File: src/rtl/cvfq_pkg.sv
package cvfq_pkg;

  localparam int NumCells = 30;
  localparam int CellIdxW = (NumCells > 1) ? $clog2(NumCells) : 1;

  localparam int CellW   = 5;
  localparam int VoltW   = 16;
  localparam int CountW  = 8;
  localparam int StatusW = 2;
  localparam int CfgIdxW = 2;
  localparam int CfgW    = 16;

  localparam logic [CountW-1:0] CountMax = '1;

  localparam logic [StatusW-1:0] StOk      = 2'd0;
  localparam logic [StatusW-1:0] StOver    = 2'd1;
  localparam logic [StatusW-1:0] StUnder   = 2'd2;
  localparam logic [StatusW-1:0] StIgnored = 2'd3;

  localparam logic [CfgIdxW-1:0] RegOverLimit  = 2'd0;
  localparam logic [CfgIdxW-1:0] RegUnderLimit = 2'd1;
  localparam logic [CfgIdxW-1:0] RegBadLimit   = 2'd2;

  localparam logic [VoltW-1:0]  OverLimitReset  = 16'd42000;
  localparam logic [VoltW-1:0]  UnderLimitReset = 16'd27500;
  localparam logic [CountW-1:0] BadLimitReset   = 8'd30;

endpackage

File: src/rtl/cvfq_if.sv
interface cvfq_sample_if;
  logic                         valid;
  logic                         ready;
  logic [cvfq_pkg::CellW-1:0]   cell_index;
  logic [cvfq_pkg::VoltW-1:0]   cell_voltage;
  logic                         scan_last;

  modport source (output valid, output cell_index, output cell_voltage, output scan_last,
                  input ready);
  modport sink (input valid, input cell_index, input cell_voltage, input scan_last,
                output ready);
endinterface

interface cvfq_result_if;
  logic                         valid;
  logic                         ready;
  logic [cvfq_pkg::StatusW-1:0] fault_status;
  logic [cvfq_pkg::CellW-1:0]   fault_cell;
  logic                         scan_safe;

  modport source (output valid, output fault_status, output fault_cell, output scan_safe,
                  input ready);
  modport sink (input valid, input fault_status, input fault_cell, input scan_safe,
                output ready);
endinterface

File: src/rtl/cell_voltage_fault_qualifier_unit.sv
// Cell voltage fault qualifier.
// samples: one transaction per cell voltage sample (cell_index, cell_voltage,
//   scan_last). results: exactly one transaction per sample, in order, with
//   fault_status (ok / over trip / under trip / ignored), fault_cell and scan_safe.
// cfg_we/cfg_index/cfg_data write the over limit (0), under limit (1) and
//   bad-sample limit (2); write only while no sample is in flight.
// A sample passes through the input register, then one pass of compare and
//   count update into the result register. Throughput: one sample per cycle
//   while results.ready stays high; the per-cell counters are read and written
//   in that single stage, so back-to-back samples of the same cell need no
//   forwarding.
// When results.ready is low the result register holds; one more sample can
//   be held in the input register, after which samples.ready drops.
// Reset clears all counts, the trip latch and both pipeline stages, and loads
//   the default limits. A trip stays latched until reset; later samples
//   report ignored and leave the counts alone.
module cell_voltage_fault_qualifier_unit (
  input  logic                          clk,
  input  logic                          rst,
  cvfq_sample_if.sink                   samples,
  cvfq_result_if.source                 results,
  input  logic                          cfg_we,
  input  logic [cvfq_pkg::CfgIdxW-1:0]  cfg_index,
  input  logic [cvfq_pkg::CfgW-1:0]     cfg_data
);

  logic [cvfq_pkg::VoltW-1:0]  over_limit;
  logic [cvfq_pkg::VoltW-1:0]  under_limit;
  logic [cvfq_pkg::CountW-1:0] bad_limit;

  logic [cvfq_pkg::CountW-1:0] over_counts  [cvfq_pkg::NumCells];
  logic [cvfq_pkg::CountW-1:0] under_counts [cvfq_pkg::NumCells];
  logic                        trip_latched;

  logic                        stage_valid;
  logic [cvfq_pkg::CellW-1:0]  stage_cell;
  logic [cvfq_pkg::VoltW-1:0]  stage_volt;
  logic                        stage_last;

  logic                          res_valid;
  logic [cvfq_pkg::StatusW-1:0]  res_status;
  logic [cvfq_pkg::CellW-1:0]    res_cell;
  logic                          res_safe;

  logic                          advance;
  logic                          accept;
  logic [cvfq_pkg::CellIdxW-1:0] idx;
  logic                          in_range;
  logic                          is_over;
  logic                          is_under;
  logic [cvfq_pkg::CountW-1:0]   over_cur;
  logic [cvfq_pkg::CountW-1:0]   under_cur;
  logic [cvfq_pkg::CountW-1:0]   over_next;
  logic [cvfq_pkg::CountW-1:0]   under_next;
  logic                          trip_over;
  logic                          trip_under;
  logic                          update;
  logic [cvfq_pkg::StatusW-1:0]  res_status_next;
  logic [cvfq_pkg::CellW-1:0]    res_cell_next;
  logic                          res_safe_next;

  assign advance       = stage_valid && (!res_valid || results.ready);
  assign samples.ready = !stage_valid || !res_valid || results.ready;
  assign accept        = samples.valid && samples.ready;

  assign results.valid        = res_valid;
  assign results.fault_status = res_status;
  assign results.fault_cell   = res_cell;
  assign results.scan_safe    = res_safe;

  always_ff @(posedge clk) begin
    if (rst) begin
      over_limit  <= cvfq_pkg::OverLimitReset;
      under_limit <= cvfq_pkg::UnderLimitReset;
      bad_limit   <= cvfq_pkg::BadLimitReset;
    end else if (cfg_we) begin
      unique case (cfg_index)
        cvfq_pkg::RegOverLimit:  over_limit  <= cfg_data;
        cvfq_pkg::RegUnderLimit: under_limit <= cfg_data;
        cvfq_pkg::RegBadLimit:   bad_limit   <= cfg_data[cvfq_pkg::CountW-1:0];
        default: ;
      endcase
    end
  end

  assign idx      = cvfq_pkg::CellIdxW'(stage_cell);
  assign in_range = 32'(stage_cell) < cvfq_pkg::NumCells;
  assign over_cur  = in_range ? over_counts[idx]  : '0;
  assign under_cur = in_range ? under_counts[idx] : '0;

  assign is_over  = stage_volt >= over_limit;
  assign is_under = !is_over && (stage_volt <= under_limit);

  always_comb begin
    if (is_over) begin
      over_next  = (over_cur == cvfq_pkg::CountMax) ? over_cur : over_cur + 1'b1;
      under_next = under_cur;
    end else if (is_under) begin
      over_next  = over_cur;
      under_next = (under_cur == cvfq_pkg::CountMax) ? under_cur : under_cur + 1'b1;
    end else begin
      over_next  = '0;
      under_next = '0;
    end
  end

  assign trip_over  = over_next >= bad_limit;
  assign trip_under = under_next >= bad_limit;
  assign update     = advance && !trip_latched && in_range;

  always_comb begin
    res_status_next = cvfq_pkg::StOk;
    res_cell_next   = '0;
    res_safe_next   = 1'b0;
    if (trip_latched) begin
      res_status_next = cvfq_pkg::StIgnored;
    end else if (!in_range) begin
      res_safe_next = stage_last;
    end else if (trip_over) begin
      res_status_next = cvfq_pkg::StOver;
      res_cell_next   = stage_cell;
    end else if (trip_under) begin
      res_status_next = cvfq_pkg::StUnder;
      res_cell_next   = stage_cell;
    end else begin
      res_safe_next = stage_last;
    end
  end

  always_ff @(posedge clk) begin
    if (rst) begin
      for (int i = 0; i < cvfq_pkg::NumCells; i++) begin
        over_counts[i]  <= '0;
        under_counts[i] <= '0;
      end
      trip_latched <= 1'b0;
    end else if (update) begin
      over_counts[idx]  <= over_next;
      under_counts[idx] <= under_next;
      if (trip_over || trip_under) begin
        trip_latched <= 1'b1;
      end
    end
  end

  always_ff @(posedge clk) begin
    if (rst) begin
      stage_valid <= 1'b0;
    end else if (accept) begin
      stage_valid <= 1'b1;
    end else if (advance) begin
      stage_valid <= 1'b0;
    end
  end

  always_ff @(posedge clk) begin
    if (accept) begin
      stage_cell <= samples.cell_index;
      stage_volt <= samples.cell_voltage;
      stage_last <= samples.scan_last;
    end
  end

  always_ff @(posedge clk) begin
    if (rst) begin
      res_valid <= 1'b0;
    end else if (advance) begin
      res_valid <= 1'b1;
    end else if (results.ready) begin
      res_valid <= 1'b0;
    end
  end

  always_ff @(posedge clk) begin
    if (advance) begin
      res_status <= res_status_next;
      res_cell   <= res_cell_next;
      res_safe   <= res_safe_next;
    end
  end

  a_trip_sticky: assert property (@(posedge clk) disable iff (rst)
    trip_latched |=> trip_latched)
    else $error("trip latch cleared without reset");

  a_trip_result_latched: assert property (@(posedge clk) disable iff (rst)
    res_valid && (res_status == cvfq_pkg::StOver || res_status == cvfq_pkg::StUnder)
    |-> trip_latched)
    else $error("trip reported without latched trip");

  a_safe_only_ok: assert property (@(posedge clk) disable iff (rst)
    res_valid && res_safe |-> res_status == cvfq_pkg::StOk)
    else $error("scan_safe on non-ok result");

  a_cell_only_on_trip: assert property (@(posedge clk) disable iff (rst)
    res_valid && res_status != cvfq_pkg::StOver && res_status != cvfq_pkg::StUnder
    |-> res_cell == '0)
    else $error("fault_cell set without trip");

endmodule

File: src/flat_wrapper.sv
// flat-port wrapper written by rule: the top's interface ports become plain ports
module cell_voltage_fault_qualifier_unit_flat 
  (clk, rst, cfg_we, cfg_index, cfg_data, samples_valid, samples_cell_index, samples_cell_voltage, samples_scan_last, samples_ready, results_valid, results_fault_status, results_fault_cell, results_scan_safe, results_ready);
  cvfq_sample_if samples_i ();
  cvfq_result_if results_i ();
  input  logic clk;
  input  logic rst;
  input  logic cfg_we;
  input  logic [cvfq_pkg::CfgIdxW-1:0] cfg_index;
  input  logic [cvfq_pkg::CfgW-1:0] cfg_data;
  input wire logic [$bits(samples_i.valid)-1:0] samples_valid;
  input wire logic [$bits(samples_i.cell_index)-1:0] samples_cell_index;
  input wire logic [$bits(samples_i.cell_voltage)-1:0] samples_cell_voltage;
  input wire logic [$bits(samples_i.scan_last)-1:0] samples_scan_last;
  output wire logic [$bits(samples_i.ready)-1:0] samples_ready;
  output wire logic [$bits(results_i.valid)-1:0] results_valid;
  output wire logic [$bits(results_i.fault_status)-1:0] results_fault_status;
  output wire logic [$bits(results_i.fault_cell)-1:0] results_fault_cell;
  output wire logic [$bits(results_i.scan_safe)-1:0] results_scan_safe;
  input wire logic [$bits(results_i.ready)-1:0] results_ready;
  assign samples_i.valid = samples_valid;
  assign samples_i.cell_index = samples_cell_index;
  assign samples_i.cell_voltage = samples_cell_voltage;
  assign samples_i.scan_last = samples_scan_last;
  assign samples_ready = samples_i.ready;
  assign results_valid = results_i.valid;
  assign results_fault_status = results_i.fault_status;
  assign results_fault_cell = results_i.fault_cell;
  assign results_scan_safe = results_i.scan_safe;
  assign results_i.ready = results_ready;
  cell_voltage_fault_qualifier_unit u_core (.clk(clk), .rst(rst), .samples(samples_i), .results(results_i), .cfg_we(cfg_we), .cfg_index(cfg_index), .cfg_data(cfg_data));
endmodule
File: config.mk
export PLATFORM = sky130hd
export DESIGN_NAME = cell_voltage_fault_qualifier_unit_flat
export DESIGN_NICKNAME = d
export VERILOG_FILES = /design/src/rtl/cvfq_pkg.sv /design/src/rtl/cvfq_if.sv /design/src/rtl/cell_voltage_fault_qualifier_unit.sv /design/src/flat_wrapper.sv
export SDC_FILE = /design/constraint.sdc
export NUM_CORES = 1
export LEC_CHECK = 0
export BUFFER_PORTS_ARGS = -buffer_cell sky130_fd_sc_hd__buf_2
export CORE_UTILIZATION = 45
export DETAILED_ROUTE_END_ITERATION = 7
export GPL_TIMING_DRIVEN = 0
export PLACE_DENSITY = 0.66
export SETUP_SLACK_MARGIN = 0.5
export SYNTH_ARGS = -nofsm -noshare
export SYNTH_HDL_FRONTEND = slang
export SYNTH_SLANG_ARGS = --single-unit
export TNS_END_PERCENT = 10
File: constraint.sdc
create_clock -name clk -period 5.5 [get_ports clk]
set_input_delay 0.55 -clock clk [delete_from_list [all_inputs] [get_ports clk]]
set_output_delay 0.55 -clock clk [all_outputs]
set_load 0.01 [all_outputs]
-- Word-level counts from Yosys, hierarchy flattened
Memory sizes are Yosys's and may differ from the RTL's. A register that Yosys moved wholly into a read port is not among the register bits.
Cells that the tools add are included.
- RAM bits: 480
- flip-flop bits (word level): 73
- output and inout port bits: 10
- input port bits: 45
- memories: 2
- logic and storage cells: 82
- memory list (name ; words ; width ; rd ports ; clocked after memory_dff ; wr ports ; line ; source):
    u_core.over_counts ; 30 ; 8 ; 1 ; 1 ; 30 ; cell_voltage_fault_qualifier_unit.sv:31 ; logic [cvfq_pkg::CountW-1:0] over_counts [cvfq_pkg::NumCells];
    u_core.under_counts ; 30 ; 8 ; 1 ; 1 ; 30 ; cell_voltage_fault_qualifier_unit.sv:32 ; logic [cvfq_pkg::CountW-1:0] under_counts [cvfq_pkg::NumCells];
- reduce and logical (&&, ||, !) cells: 23
- mux-type cells: 33
- equality and inequality tests: 4
- order comparisons: 5
- bitwise operators: 1
- add/subtract/negate cells: 2
- operators with widths (cell ; number):
    $mux W8 ; 10
    $mux W5 ; 6
    $add A8 B1 Y8 const B ; 2
    $eq A8 B8 Y1 const B ; 2
    $ge A16 B16 Y1 ; 1
    $ge A8 B8 Y1 ; 2
    $le A16 B16 Y1 ; 1
    $reduce_or A8 Y1 ; 2
    $mux W1 ; 14
    $reduce_and A2 Y1 ; 4
    $mux W2 ; 3
    $logic_and A1 B1 Y1 ; 5
    $lt A5 B5 Y1 const B ; 1
    $logic_not A1 Y1 ; 4
    $logic_or A1 B1 Y1 ; 4
    $reduce_bool A2 Y1 ; 2
    $eq A2 B1 Y1 const B ; 1
    $eq A2 B2 Y1 const B ; 1
    $logic_not A2 Y1 ; 1
    $reduce_or A2 Y1 ; 1
    $not A1 Y1 ; 1

-- Depth between registers and ports, before layout
- word-level depth: 10
- gate-level depth with buffers: 27
- mapped depth without buffers: 22

-- Worst setup path after synthesis
No wires, ideal clock.
- path type: reg2reg
- from: register (tool-made name)
- to: register u_core.res_cell (netlist bit u_core.results.fault_cell[1]) (data pin)
- data arrival time: 4.916 ns
- setup slack: 0.307 ns
- required time: 5.224 ns
- library setup time: 0.276 ns
- period minus slack after synthesis: 5.193 ns
- cell stages (with the launch flop): 25
- buffers on the path: 5
- cells stage by stage: dfxtp_1 > buf_4 > buf_4 > buf_4 > buf_2 > mux4_2 > o2111a_1 > a211oi_1 > nor2_1 > ha_1 > and4_1 > a21oi_2 > nor2_1 > mux2i_1 > buf_2 > ha_1 > nand2b_1 > a21o_1 > a21o_1 > a21oi_1 > nor2b_1 > o21ai_0 > a211oi_1 > o21ai_0 > nor3b_1
- RTL lines (element ; line ; source):
    to (signal assigned) ; cell_voltage_fault_qualifier_unit.sv:177 ; res_cell <= res_cell_next;
    to (decl) ; cell_voltage_fault_qualifier_unit.sv:42 ; logic [cvfq_pkg::CellW-1:0] res_cell;

==> run metrics <==
leakage=11.9 nW; share of cells above drive strength 1=23.3%; Tcrit/Tclk final=90.8%; Final WS setup=507 ps; CTS tree=done; maximum achievable frequency=0.200 GHz; clock power share=36.0%; CTS Hold Bufs=0; drt drc=0; critical path required time=5880 ps; min Tclk post-route=4990 ps; total vias in the final route=18700; initial antenna violation count=0; Hold WS=87.4 ps; Post-Syn Area per Cell=13.4 um2; CTS Buffer Depth=3; Post-synth top cells=542 x edfxtp_1, 521 x nor2_1, 128 x nand2_1; clock sinks=590; Worst slew margin=5.31%; peak supply drop=0.246 mV; Synth area leader=edfxtp_1; Final Hold Fails=0; I/O pin count=55; Tot GR Track Use=28.5%; Logic pwr share=18.3%; CP dominant cell by count=buf_12; top-area cell type share of the netlist area=60.4%; register area=17200 um2; area of the multi-input gates=9280 um2; min-delay src=samples_cell_voltage[9]; post-synthesis sequential area ratio=63.9%; Die X=247 um; switching pwr=3.12 mW; Syn-to-layout area delta=18.6%; grt total ovfl=0; # Max-Cap Violations=0; DRT Pass-1 Iters=6; first-pass GRT wire length=123 mm; CTS Buf Count=59; # rows=89; Yosys reg bits=590; die area=60900 um2; Starting DRT DRC Count=2627; Crit path buffers/inverters=11; Setup crit end kind=flop; total chip power=11.3 mW; Final ANT Viol Nets=0; top-count cell post-synth=edfxtp_1; Hold Path Class=in2reg; DP HPWL=58.2 mm; post-synth cell types=73; clock-pin transition on the worst setup and hold timing paths=60 ps; wirelength, routed=86.1 mm; CTS HTree Levels=2; Slowest-stage cell, CP=dfxtp_2; ANT cells=0; arrival time at the worst endpoint=5370 ps; count of flip-flops with a built-in enable after synthesis=542; CP startpoint kind=flop; Starting Density=45.6%; biggest area contributors in the synthesized netlist=edfxtp_1 60%, mux4_2 9.2%, nor2_1 7.3%; share of flip-flops with an asynchronous set or reset=0%; RSZ-0062 raised after global routing=true; Critical Path Fanout Max=7; core area=59100 um2; Mapped Cells=2019; die height=247 um; max incr delay on CP=310 ps; Int Power=8.22 mW; final setup violation count=0; clk_lat worst skew=640 ps; crit path kind=reg2reg; vias in the first global route=18200; outcome=finished, final reports clean; power per cell area=355 nW/um2; synth warn=0; fillers=4789; pre-CTS setup slack=-1670 ps; Net Sw Frac=27.5%; GPL Wtd Cong=0.979; port buffer count=54; Worst-Margin Slew=1420 ps; clock root cell=clkbuf_16; layout net count=2340; Reg2Reg Setup Slack=510 ps; via/cell ratio=6.09; clk_skew=20.3 ps; sequential power share=45.7%; Synth Flop Type=edfxtp_1; Mapped Area=27000 um2; wire per inst=28.1 um; Top delay family on crit path=compound AO/OA/AOI/OAI gates; max-slew violation total from the final report=0; largest net degree at the start of global routing=25
path summary, 6_finish.rpt:
path | to | cells after the start
min | u_core.stage_volt[9] | 1
max | u_core.results.fault_cell[3] | 29
max reg2reg | u_core.results.fault_cell[3] | 29
min reg2reg | u_core.under_limit[12] | 2
power by group through the flow:
| stage | combinational, mW | sequential (mW) | clock [mW] |
|---|---|---|---|
| 6_report | 2.08 | 5.18 | 4.09 |
| 5_1_grt | 2.15 | 5.20 | 4.27 |
| 4_1_cts | 1.92 | 5.18 | 4.10 |
| 3_5_place_dp | 1.63 | 5.27 | 0 |
| 3_3_place_gp | 1.61 | 5.26 | 0 |
| 2_1_floorplan | 1.02 | 5.24 | 0 |
routing by layer:
layer | GRT usage, % | routed length (um) | vias up | part of all wire [%]
met3 | 6.54 | 10400 | 240 | 12
met2 | 44.7 | 39500 | 1297 | 46
met5 | 0 | 0 | - | 0
met1 | 37.9 | 31900 | 9351 | 37
li1 | - | - | 7779 | -
met4 | 13.0 | 4400 | 0 | 5.1
sequential cells by signal, summed over array words and instances (netlist names), 2 cells and up, named ones only:
register,cells
u_core.under_limit,16
u_core.stage_volt,16
u_core.bad_limit,8
u_core.over_limit,16
u_core.results.fault_status,2
u_core.under_counts,256
u_core.over_counts,256
u_core.idx,5
u_core.results.fault_cell,5
area by class of cell:
class | instances | share of cell area, %
sequential | 590 | 53.9
multi-input combinational | 1250 | 29.0
clock buffer | 80 | 5.12
buffer | 154 | 4.16
timing repair buffer | 134 | 3.12
tap | 773 | 3.02
clock inverter | 28 | 0.904
inverter | 56 | 0.712
cells by family after synthesis:
kind of cell | Yosys count | synth area share, %
buf+inv | 210 | 3.97
flops | 590 | 63.9
mux | 176 | 12.1
simple gates | 830 | 13.3
xor+xnor | 2 | 0.0928
other cells | 1 | 0.0139
fa+ha+maj | 50 | 2.32
compound gates | 160 | 4.25
layout by cell type, fill, tap and decap left out, types with 40 or more instances in the layout:
master     count
edfxtp_1     542
nor2_1       513
nand2_1      126
mux4_2       111
buf_2         81
clkbuf_1      76
buf_4         75
clkbuf_16     62
inv_1         50
ha_1          46
dfxtp_1       44
mux2i_1       41
a21oi_1       40
metrics by stage:
stage | cell area, um2 | utilization [%] | setup TNS [ps] | cells
finish | 32000 | 54.1 | 0 | 3065
global route | 32000 | 54.1 | 0 | 3065
CTS | 31600 | 53.4 | 0 | 3041
detailed placement | 28300 | 47.9 | -13990 | 2877
global placement | 28300 | 47.9 | -13560 | 2877
floorplan | 27100 | - | 0 | 2050
what timing repair did:
action,in CTS,in global routing
buffers inserted,55,24
endpoints found under the setup margin,222,9
pin swaps,35,34
resized for setup,205,52
cloned,1,0
No activity file was read; power rests on OpenSTA's default activity.
